### config.mk
export PLATFORM = sky130hd
export DESIGN_NAME = zigzag_row_transposer
export DESIGN_NICKNAME = d
export VERILOG_FILES = /design/src/rtl/core/zzrt_pkg.sv /design/src/rtl/core/zigzag_row_transposer.sv /design/src/rtl/core/zzrt_ctrl.sv /design/src/rtl/core/zzrt_dp.sv
export SDC_FILE = /design/constraint.sdc
export NUM_CORES = 2
export LEC_CHECK = 0
export BUFFER_PORTS_ARGS = -buffer_cell sky130_fd_sc_hd__buf_2
export CAP_MARGIN = 10
export CORE_UTILIZATION = 60
export DETAILED_ROUTE_END_ITERATION = 8
export GPL_TIMING_DRIVEN = 0
export PLACE_DENSITY = 0.82
export SYNTH_ARGS = -nofsm -noshare
export SYNTH_HDL_FRONTEND = slang
export SYNTH_SLANG_ARGS = --single-unit
### constraint.sdc
create_clock -name i_clk -period 5.9 [get_ports i_clk]
set_input_delay 1.475 -clock i_clk [delete_from_list [all_inputs] [get_ports i_clk]]
set_output_delay 1.475 -clock i_clk [all_outputs]
set_load 0.03 [all_outputs]
### src/rtl/core/zzrt_pkg.sv
// zzrt_pkg: widths, constants and controller/datapath interface types
// for the zigzag row transposer. No dependencies.
`default_nettype none

package zzrt_pkg;

    localparam int CHAR_W   = 8;   // message byte
    localparam int ROWS_W   = 7;   // num_rows register
    localparam int RAIL_W   = 6;   // zigzag row number
    localparam int RAIL_NUM = 64;  // rows that can ever hold a byte
    localparam int ROWS_MAX = 64;  // num_rows saturates here

    // controller -> datapath
    typedef struct packed {
        logic load;      // input item accepted this cycle
        logic link;      // append stored byte to its row list
        logic em_start;  // fetch first byte of the output sequence
        logic em_step;   // output item accepted this cycle
        logic sel_emit;  // row list reads follow the emit side
    } t_dp_cmd;

    // datapath -> controller
    typedef struct packed {
        logic msg_last;    // item just loaded closes the message
        logic final_item;  // item on the output is the last of the message
    } t_dp_sts;

endpackage

`default_nettype wire

### src/rtl/core/zigzag_row_transposer.sv
// Zigzag (rail fence) row transposer, top level. Each byte is loaded in an
// accept cycle that writes the byte store, then a link cycle that
// appends it to its row list. After the last byte's link cycle comes a fetch
// cycle, then one result per cycle while the output is taken. Rows are
// walked through head/tail/next lists. Reset clears control state only; stores are not swept.
`default_nettype none

module zigzag_row_transposer #(
    parameter int MAX_LEN = 64
) (
    input  wire  logic                        i_clk,
    input  wire  logic                        i_rst_n,
    input  wire  logic                        i_in_valid,
    output logic                              o_in_ready,
    input  wire  logic [zzrt_pkg::CHAR_W-1:0] i_char_in,
    input  wire  logic                        i_last_char,
    output logic                              o_out_valid,
    input  wire  logic                        i_out_ready,
    output logic [zzrt_pkg::CHAR_W-1:0]       o_char_out,
    output logic                              o_last_out,
    output logic                              o_overflowed,
    input  wire  logic                        i_cfg_valid,
    output logic                              o_cfg_ready,
    input  wire  logic [zzrt_pkg::ROWS_W-1:0] i_cfg_data
);

    zzrt_pkg::t_dp_cmd dp_cmd;
    zzrt_pkg::t_dp_sts dp_sts;

    // num_rows is a plain register: always writable
    assign o_cfg_ready = 1'b1;

    zzrt_ctrl u_ctrl (
        .i_clk       (i_clk),
        .i_rst_n     (i_rst_n),
        .i_in_valid  (i_in_valid),
        .o_in_ready  (o_in_ready),
        .o_out_valid (o_out_valid),
        .i_out_ready (i_out_ready),
        .i_sts       (dp_sts),
        .o_cmd       (dp_cmd)
    );

    zzrt_dp #(
        .MAX_LEN (MAX_LEN)
    ) u_dp (
        .i_clk        (i_clk),
        .i_rst_n      (i_rst_n),
        .i_cmd        (dp_cmd),
        .o_sts        (dp_sts),
        .i_cfg_we     (i_cfg_valid),
        .i_cfg_data   (i_cfg_data),
        .i_char_in    (i_char_in),
        .i_last_char  (i_last_char),
        .o_char_out   (o_char_out),
        .o_last_out   (o_last_out),
        .o_overflowed (o_overflowed)
    );

endmodule

`default_nettype wire

### src/rtl/core/zzrt_ctrl.sv
// zzrt_ctrl: handshake controller of the zigzag row transposer.
// Drives zzrt_dp through zzrt_pkg::t_dp_cmd and reads zzrt_pkg::t_dp_sts.
`default_nettype none

module zzrt_ctrl (
    input  wire                logic i_clk,
    input  wire                logic i_rst_n,
    input  wire                logic i_in_valid,
    output logic               o_in_ready,
    output logic               o_out_valid,
    input  wire                logic i_out_ready,
    input  wire zzrt_pkg::t_dp_sts  i_sts,
    output zzrt_pkg::t_dp_cmd  o_cmd
);

    typedef enum logic [1:0] {
        S_IDLE,
        S_LINK,
        S_EM_RD,
        S_EM_OUT
    } t_state;

    t_state r_state, n_state;
    logic   r_in_ready, n_in_ready;
    logic   r_out_valid, n_out_valid;

    always_comb begin
        o_cmd.load     = r_in_ready & i_in_valid;
        o_cmd.link     = (r_state == S_LINK);
        o_cmd.em_start = (r_state == S_EM_RD);
        o_cmd.em_step  = r_out_valid & i_out_ready;
        o_cmd.sel_emit = (r_state == S_EM_RD) || (r_state == S_EM_OUT);
    end

    always_comb begin
        n_state     = r_state;
        n_in_ready  = r_in_ready;
        n_out_valid = r_out_valid;
        case (r_state)
            S_IDLE: begin
                if (o_cmd.load) begin
                    n_state    = S_LINK;
                    n_in_ready = 1'b0;
                end
            end
            S_LINK: begin
                if (i_sts.msg_last) begin
                    n_state = S_EM_RD;
                end else begin
                    n_state    = S_IDLE;
                    n_in_ready = 1'b1;
                end
            end
            S_EM_RD: begin
                n_state     = S_EM_OUT;
                n_out_valid = 1'b1;
            end
            S_EM_OUT: begin
                // stream: the next byte is fetched on each accepted item
                if (o_cmd.em_step && i_sts.final_item) begin
                    n_state     = S_IDLE;
                    n_out_valid = 1'b0;
                    n_in_ready  = 1'b1;
                end
            end
            default: begin
                n_state     = S_IDLE;
                n_in_ready  = 1'b1;
                n_out_valid = 1'b0;
            end
        endcase
    end

    always_ff @(posedge i_clk) begin
        if (!i_rst_n) begin
            r_state     <= S_IDLE;
            r_in_ready  <= 1'b1;
            r_out_valid <= 1'b0;
        end else begin
            r_state     <= n_state;
            r_in_ready  <= n_in_ready;
            r_out_valid <= n_out_valid;
        end
    end

    assign o_in_ready  = r_in_ready;
    assign o_out_valid = r_out_valid;

    a_no_overlap: assert property (@(posedge i_clk) disable iff (!i_rst_n)
        !(r_in_ready && r_out_valid))
        else $error("input and output sides open at once");

    a_load_links: assert property (@(posedge i_clk) disable iff (!i_rst_n)
        o_cmd.load |=> (r_state == S_LINK))
        else $error("accepted item not linked in the next cycle");

    a_final_reopens: assert property (@(posedge i_clk) disable iff (!i_rst_n)
        (o_cmd.em_step && i_sts.final_item) |=> (r_in_ready && !r_out_valid))
        else $error("block not ready after the last output item");

endmodule

`default_nettype wire

### src/rtl/core/zzrt_dp.sv
// zzrt_dp: byte store, per-row linked lists and output register of the
// zigzag row transposer. Uses zzrt_pkg; commanded by zzrt_ctrl.
`default_nettype none

module zzrt_dp #(
    parameter int MAX_LEN = 64
) (
    input  wire                logic i_clk,
    input  wire                logic i_rst_n,
    input  wire zzrt_pkg::t_dp_cmd  i_cmd,
    output zzrt_pkg::t_dp_sts  o_sts,
    input  wire                logic i_cfg_we,
    input  wire                logic [zzrt_pkg::ROWS_W-1:0] i_cfg_data,
    input  wire                logic [zzrt_pkg::CHAR_W-1:0] i_char_in,
    input  wire                logic i_last_char,
    output logic [zzrt_pkg::CHAR_W-1:0] o_char_out,
    output logic               o_last_out,
    output logic               o_overflowed
);

    localparam int IW   = (MAX_LEN > 1) ? $clog2(MAX_LEN) : 1;
    localparam int CW   = $clog2(MAX_LEN + 1);
    localparam int CMPW = (CW > zzrt_pkg::ROWS_W) ? CW : zzrt_pkg::ROWS_W;
    localparam logic [CW-1:0] CountMax = CW'(MAX_LEN);

    // storage
    logic [zzrt_pkg::CHAR_W-1:0] byte_mem [MAX_LEN];
    logic [IW-1:0]               next_mem [MAX_LEN];
    logic [IW-1:0]               head_mem [zzrt_pkg::RAIL_NUM];
    logic [IW-1:0]               tail_mem [zzrt_pkg::RAIL_NUM];

    // message state
    logic [zzrt_pkg::ROWS_W-1:0] r_num_rows;
    logic [CW-1:0]               r_count;
    logic [zzrt_pkg::RAIL_W-1:0] r_rail;
    logic                        r_heading;
    logic                        r_drop;
    logic [zzrt_pkg::RAIL_W-1:0] r_max_rail;

    // latched at load, used while linking and emitting
    logic                        r_stored, r_new, r_last, r_pass;
    logic [IW-1:0]               r_idx;
    logic [zzrt_pkg::RAIL_W-1:0] r_lrail;

    // emit side
    logic [zzrt_pkg::RAIL_W-1:0] r_emit_rail, n_emit_rail;
    logic [CW-1:0]               r_left;
    logic [IW-1:0]               r_addr;
    logic [IW-1:0]               r_tail_rd, r_head_rd, r_next_rd;
    logic [zzrt_pkg::CHAR_W-1:0] r_char;

    logic [zzrt_pkg::ROWS_W-1:0] rows_eff;
    logic                        stored, new_rail, turn_up, heading_nx, pass_nx;
    logic [CW-1:0]               count_nx;
    logic [zzrt_pkg::RAIL_W-1:0] rail_nx, tail_addr, head_addr;
    logic                        final_item, eor, clr, rd_en, advance;
    logic [IW-1:0]               rd_addr;

    // load side: zigzag step and pass-through test
    always_comb begin
        if (r_num_rows == '0) begin
            rows_eff = zzrt_pkg::ROWS_W'(1);
        end else if (r_num_rows > zzrt_pkg::ROWS_W'(zzrt_pkg::ROWS_MAX)) begin
            rows_eff = zzrt_pkg::ROWS_W'(zzrt_pkg::ROWS_MAX);
        end else begin
            rows_eff = r_num_rows;
        end
        stored   = (r_count < CountMax);
        count_nx = stored ? (r_count + CW'(1)) : r_count;
        new_rail = (r_count == '0) || (r_rail > r_max_rail);
        pass_nx  = (rows_eff <= zzrt_pkg::ROWS_W'(1)) ||
                   (CMPW'(count_nx) <= CMPW'(rows_eff));
        turn_up  = ({1'b0, r_rail} >= (rows_eff - zzrt_pkg::ROWS_W'(1)));
        if (r_rail == '0) begin
            heading_nx = 1'b1;
        end else if (turn_up) begin
            heading_nx = 1'b0;
        end else begin
            heading_nx = r_heading;
        end
        if (rows_eff <= zzrt_pkg::ROWS_W'(1)) begin
            rail_nx = '0;
        end else if (heading_nx) begin
            rail_nx = r_rail + zzrt_pkg::RAIL_W'(1);
        end else begin
            rail_nx = r_rail - zzrt_pkg::RAIL_W'(1);
        end
    end

    // emit side: walk rows in ascending order, each row's list in arrival order (pass-through: store in address order)
    always_comb begin
        final_item = (r_left == CW'(1));
        eor        = (r_addr == r_tail_rd);
        clr        = i_cmd.em_step & final_item;
        rd_en      = i_cmd.em_start | (i_cmd.em_step & ~final_item);
        advance    = ~r_pass & (i_cmd.em_start | (i_cmd.em_step & ~final_item & eor));
        if (i_cmd.em_start) begin
            rd_addr = r_pass ? '0 : r_head_rd;
        end else if (r_pass) begin
            rd_addr = r_addr + IW'(1);
        end else begin
            rd_addr = eor ? r_head_rd : r_next_rd;
        end
        if (clr) begin
            n_emit_rail = '1;
        end else if (advance) begin
            n_emit_rail = r_emit_rail + zzrt_pkg::RAIL_W'(1);
        end else begin
            n_emit_rail = r_emit_rail;
        end
        // tail read port tracks the row the next cycle works on, head read port the row after it
        tail_addr = i_cmd.sel_emit ? n_emit_rail : r_rail;
        head_addr = n_emit_rail + zzrt_pkg::RAIL_W'(1);
    end

    always_ff @(posedge i_clk) begin
        if (!i_rst_n) begin
            r_num_rows  <= zzrt_pkg::ROWS_W'(1);
            r_count     <= '0;
            r_rail      <= '0;
            r_heading   <= 1'b0;
            r_drop      <= 1'b0;
            r_max_rail  <= '0;
            r_stored    <= 1'b0;
            r_new       <= 1'b0;
            r_last      <= 1'b0;
            r_pass      <= 1'b0;
            r_emit_rail <= '1;
            r_left      <= '0;
        end else begin
            if (i_cfg_we) begin
                r_num_rows <= i_cfg_data;
            end
            if (i_cmd.load) begin
                r_stored <= stored;
                r_new    <= new_rail;
                r_last   <= i_last_char;
                r_pass   <= pass_nx;
                if (stored) begin
                    r_count   <= count_nx;
                    r_rail    <= rail_nx;
                    r_heading <= (rows_eff <= zzrt_pkg::ROWS_W'(1)) ? 1'b0 : heading_nx;
                    if (new_rail) begin
                        r_max_rail <= r_rail;
                    end
                end else begin
                    r_drop <= 1'b1;
                end
            end
            if (i_cmd.em_start) begin
                r_left <= r_count;
            end else if (i_cmd.em_step) begin
                r_left <= r_left - CW'(1);
            end
            r_emit_rail <= n_emit_rail;
            // drop the finished message
            if (clr) begin
                r_count   <= '0;
                r_rail    <= '0;
                r_heading <= 1'b0;
                r_drop    <= 1'b0;
                r_last    <= 1'b0;
            end
        end
    end

    always_ff @(posedge i_clk) begin
        if (i_cmd.load) begin
            r_idx   <= r_count[IW-1:0];
            r_lrail <= r_rail;
        end
        if (rd_en) begin
            r_addr <= rd_addr;
        end
    end

    // byte store
    always_ff @(posedge i_clk) begin
        if (i_cmd.load && stored) begin
            byte_mem[r_count[IW-1:0]] <= i_char_in;
        end
        if (rd_en) begin
            r_char <= byte_mem[rd_addr];
        end
    end

    // successor of each byte within its row
    always_ff @(posedge i_clk) begin
        if (i_cmd.link && r_stored && !r_new) begin
            next_mem[r_tail_rd] <= r_idx;
        end
        if (rd_en) begin
            r_next_rd <= next_mem[rd_addr];
        end
    end

    // first byte of each row
    always_ff @(posedge i_clk) begin
        if (i_cmd.link && r_stored && r_new) begin
            head_mem[r_lrail] <= r_idx;
        end
        r_head_rd <= head_mem[head_addr];
    end

    // latest byte of each row
    always_ff @(posedge i_clk) begin
        if (i_cmd.link && r_stored) begin
            tail_mem[r_lrail] <= r_idx;
        end
        r_tail_rd <= tail_mem[tail_addr];
    end

    always_comb begin
        o_sts.msg_last   = r_last;
        o_sts.final_item = final_item;
    end

    assign o_char_out   = r_char;
    assign o_last_out   = final_item;
    assign o_overflowed = r_drop;

    a_left_nonzero: assert property (@(posedge i_clk) disable iff (!i_rst_n)
        i_cmd.em_step |-> (r_left != '0))
        else $error("output item taken with nothing left to send");

    a_count_bound: assert property (@(posedge i_clk) disable iff (!i_rst_n)
        i_cmd.load |-> (r_count <= CountMax))
        else $error("byte count beyond capacity");

    a_link_known_row: assert property (@(posedge i_clk) disable iff (!i_rst_n)
        (i_cmd.link && r_stored && !r_new) |-> (r_lrail <= r_max_rail))
        else $error("append to a row that has no list yet");

endmodule

`default_nettype wire

==> metrics <==
initial antenna violation count 9; WP data arrival 6.39 ns; Wirelength per Cell 29.0 um; worst hold slack 0.464 ns; Endpoint, Worst Hold u_dp.r_idx[1]; TritonCTS clock tree yes; htree depth 4; minimum clock period 5.73 ns; dpl ws -1.49 ns; Detail Placement HPWL 123,000 um; reg2reg end u_dp.r_head_rd[0]; flip-flop and latch count after synthesis 1,757; clk_lat worst skew 0.80 ns; total congestion overflow 0; Layout Nets 4,887; largest net degree at the start of global routing 65; first-pass GRT wire length 270,000 um; Setup crit end kind flop; Synth cell types 87; syn_nets 4,632; vias 43,500; Fillers 7,108; Remaining DRCs 0; min-delay src u_dp.r_count[1]; ys async rst share 0%; Setup Crit Path Kind input pin to flop; Leakage 26.6 nW; layout cells sized above 1 12.6%; CP Launch Type input pin; post-route worst setup slack 0.167 ns; GRT Util Overall 31.6%; Highest Clock Rate 174 MHz; Initial Utilization 60.6%; Finish-stage setup viols 0; sequential share of the synthesized area 74.1%; core area 116,000 sq um; die width 345 um; Clock Skew 0.0273 ns; worst-case clock buffer depth 3; Max Slew Vio Count 0; PortBufs 31; ANT nets after route 0; P&R area growth vs syn 12.3%; hold path depth 0; worst-path maximum fanout 10; Worst-path clk slew 0.06 ns; main flop type after synthesis edfxtp_1; Final Hold Fails 0; Power Density 365 nW/um^2; RR Startpoint u_dp.r_tail_rd[4]; max_slew headroom 5.19%; maxcap violations 0; Post-CTS Setup Repair Bufs 0; RSZ-0062 raised after global routing false; 1st-iter DRT viols 7,254; vias in the first global route 42,400; Syn Area/Cell 15.4 sq um; CP required 6.56 ns; worst slew pin tran 1.42 ns; hold crit path type flop to flop; R2R depth 17; Overall Power 0.0289 W; peak supply drop 325 uV; post-placement cell count 6,183; Post-Synthesis Cells 4,578; CTS buffer count 165; Final Non-Filler Cells 6,500; Die Ht 345 um; Routability Congestion 0.985; die area 119,000 sq um; number of synthesized flops with an enable pin 1,696; clk sinks 1,757; Cell Rows 125; Avg Vias per Cell 6.70; Clock Tree Root clkbuf_16; total iterations of the first detailed-routing run 9; outcome finished clean; Final Cycle Share 97.2%; IO Pins 34; YS warnings 0; Synth Cell Area 70,400 sq um; reg-to-reg setup timing slack 0.61 ns; drt total wl 188,000 um
[layout by cell type (no fill, tap or decap), drive strengths merged, types with 7 or more instances in the layout]
master,n
clkbuf,352
xor2,18
or2,13
a31oi,68
edfxtp,1696
clkinv,67
a21oi,26
buf,231
a22oi,7
o21a,11
nor2b,25
and4,16
xnor2,22
nor2,306
o22ai,145
mux4,106
nor3,12
dfxtp,61
and3,52
ha,32
and2,12
mux2,41
a311oi,15
mux2i,350
o21ai,83
inv,34
nand2b,11
o211a,8
nand4,50
nand2,727
a32oi,75
nand3b,7
bufinv,9
nand3,200
nor4,8
or3,8
a21o,7
[Yosys cell counts (8+ instances only)]
master       n  area share, %
a32oi_1     75           0.93
ha_1        32           0.57
mux2_2      41           0.66
xnor2_1     21           0.26
and3_1      52           0.46
clkbuf_1   129           0.69
inv_1       21           0.11
nor3_1      12          0.085
nand2_1    725            3.9
or3_1        8          0.071
buf_4       28           0.30
o21a_1      11           0.12
a21oi_1     24           0.17
o21ai_0     54           0.38
nand3_1    199            1.4
a31oi_1     68           0.60
and2_1      10          0.089
o21ai_1     29           0.21
o22ai_1    145            1.3
mux2i_1    350            5.0
a311oi_1    15           0.19
buf_1       28           0.15
or2_2       11          0.098
mux4_2     106            3.4
nand4_1     50           0.44
and4_1      15           0.19
xor2_1      17           0.21
nor2b_1     24           0.21
nand2b_1    10          0.089
dfxtp_1     61            1.7
edfxtp_1  1696             72
nor2_1     303            1.6
buf_2       85           0.60
o211a_1      8           0.11
[logic make-up after synthesis]
logic type                 share of synthesized area [%]
buffers and inverters                               1.93
and+or+nand+nor                                     9.19
adders and majority gates                          0.597
other                                            0.00533
muxes                                               9.02
DFF                                                 74.1
AOI/OAI and AO/OA                                   4.68
xor gates and xnor gates                           0.519
[worst max-delay path by stage]
stage                 from  cells past startpoint  slack [ns]           endpoint
6_report       i_out_ready                     17        0.17  u_dp.r_head_rd[0]
3_3_place_gp   i_out_ready                     17       -1.34  u_dp.r_head_rd[3]
3_5_place_dp   i_out_ready                     17       -1.49  u_dp.r_head_rd[3]
5_1_grt        i_out_ready                     17        0.01  u_dp.r_head_rd[0]
2_1_floorplan  i_out_ready                     16        0.30  u_dp.r_head_rd[3]
4_1_cts        i_out_ready                     17        0.02  u_dp.r_head_rd[3]
[stage by stage]
| stage | instance area [sq um] | TNS, ns | util (%) |
|---|---|---|---|
| 3_5_place_dp | 73800 | -8.21 | 63.5 |
| 6_report | 79100 | 0 | 68.1 |
| 4_1_cts | 79000 | 0 | 68.0 |
| 5_1_grt | 79100 | 0 | 68.1 |
| 3_3_place_gp | 72500 | -190.38 | 62.4 |
| 2_1_floorplan | 70400 | 0 | - |
[cell type report]
type / instances / area (sq um) / area share, %
flip-flops and latches: 1757 / 52200 / 65.9
plain buffers: 274 / 1300 / 1.64
diodes: 3 / 7.51 / 0.00949
clock buffers: 221 / 4460 / 5.64
repair buffers: 88 / 1600 / 2.02
clock inverters: 86 / 679 / 0.859
well taps: 1524 / 1910 / 2.41
inverters: 26 / 97.6 / 0.123
multi-input cells: 2521 / 16900 / 21.4
[flip-flops by register name, summed over array words and instances (netlist names), 6 cells and up, named ones only]
signal / flops
u_dp.r_head_rd: 6
u_dp.r_addr: 6
u_dp.r_lrail: 6
u_dp.tail_mem: 384
u_dp.next_mem: 384
u_dp.o_char_out: 8
u_dp.r_count: 7
u_dp.byte_mem: 512
u_dp.r_next_rd: 6
u_dp.r_emit_rail: 6
u_dp.r_rail: 6
u_dp.head_mem: 384
u_dp.r_idx: 6
u_dp.r_tail_rd: 6
u_dp.r_max_rail: 6
u_dp.r_num_rows: 7
u_dp.r_left: 7
[critical path, cell delays in order]
cell	delay, ns
buf_2	0.18
nand2_1	0.25
a21oi_2	0.37
a31o_2	0.29
xnor2_2	0.14
nand2_2	0.23
buf_2	0.33
clkbuf_4	0.32
ha_1	0.35
buf_2	0.27
clkbuf_4	0.39
clkbuf_4	0.35
mux4_2	0.55
mux2_2	0.29
o22ai_1	0.30
o21ai_1	0.12
o21a_1	0.18
[power by group]
part / switching (W) / total (W) / internal [W]
sequential: 0.000139 / 0.0140 / 0.0138
clock: 0.00456 / 0.0103 / 0.00572
combinational: 0.00314 / 0.00462 / 0.00147
[repair_timing]
action,in CTS,in global routing
hold buffers,0,0
pin swaps,0,0
resized for setup,12,20
endpoints found under the setup margin,6,5
endpoints found under the hold margin,0,0
[routing by layer]
metal	part of all wire (%)	routed length, um	track usage, %
met5	0.037	69	0
met4	6.4	12000	18.0
met1	35	65000	40.8
met3	13	24200	8.43
met2	46	87000	49.0
No activity file was read; power rests on OpenSTA's default activity.
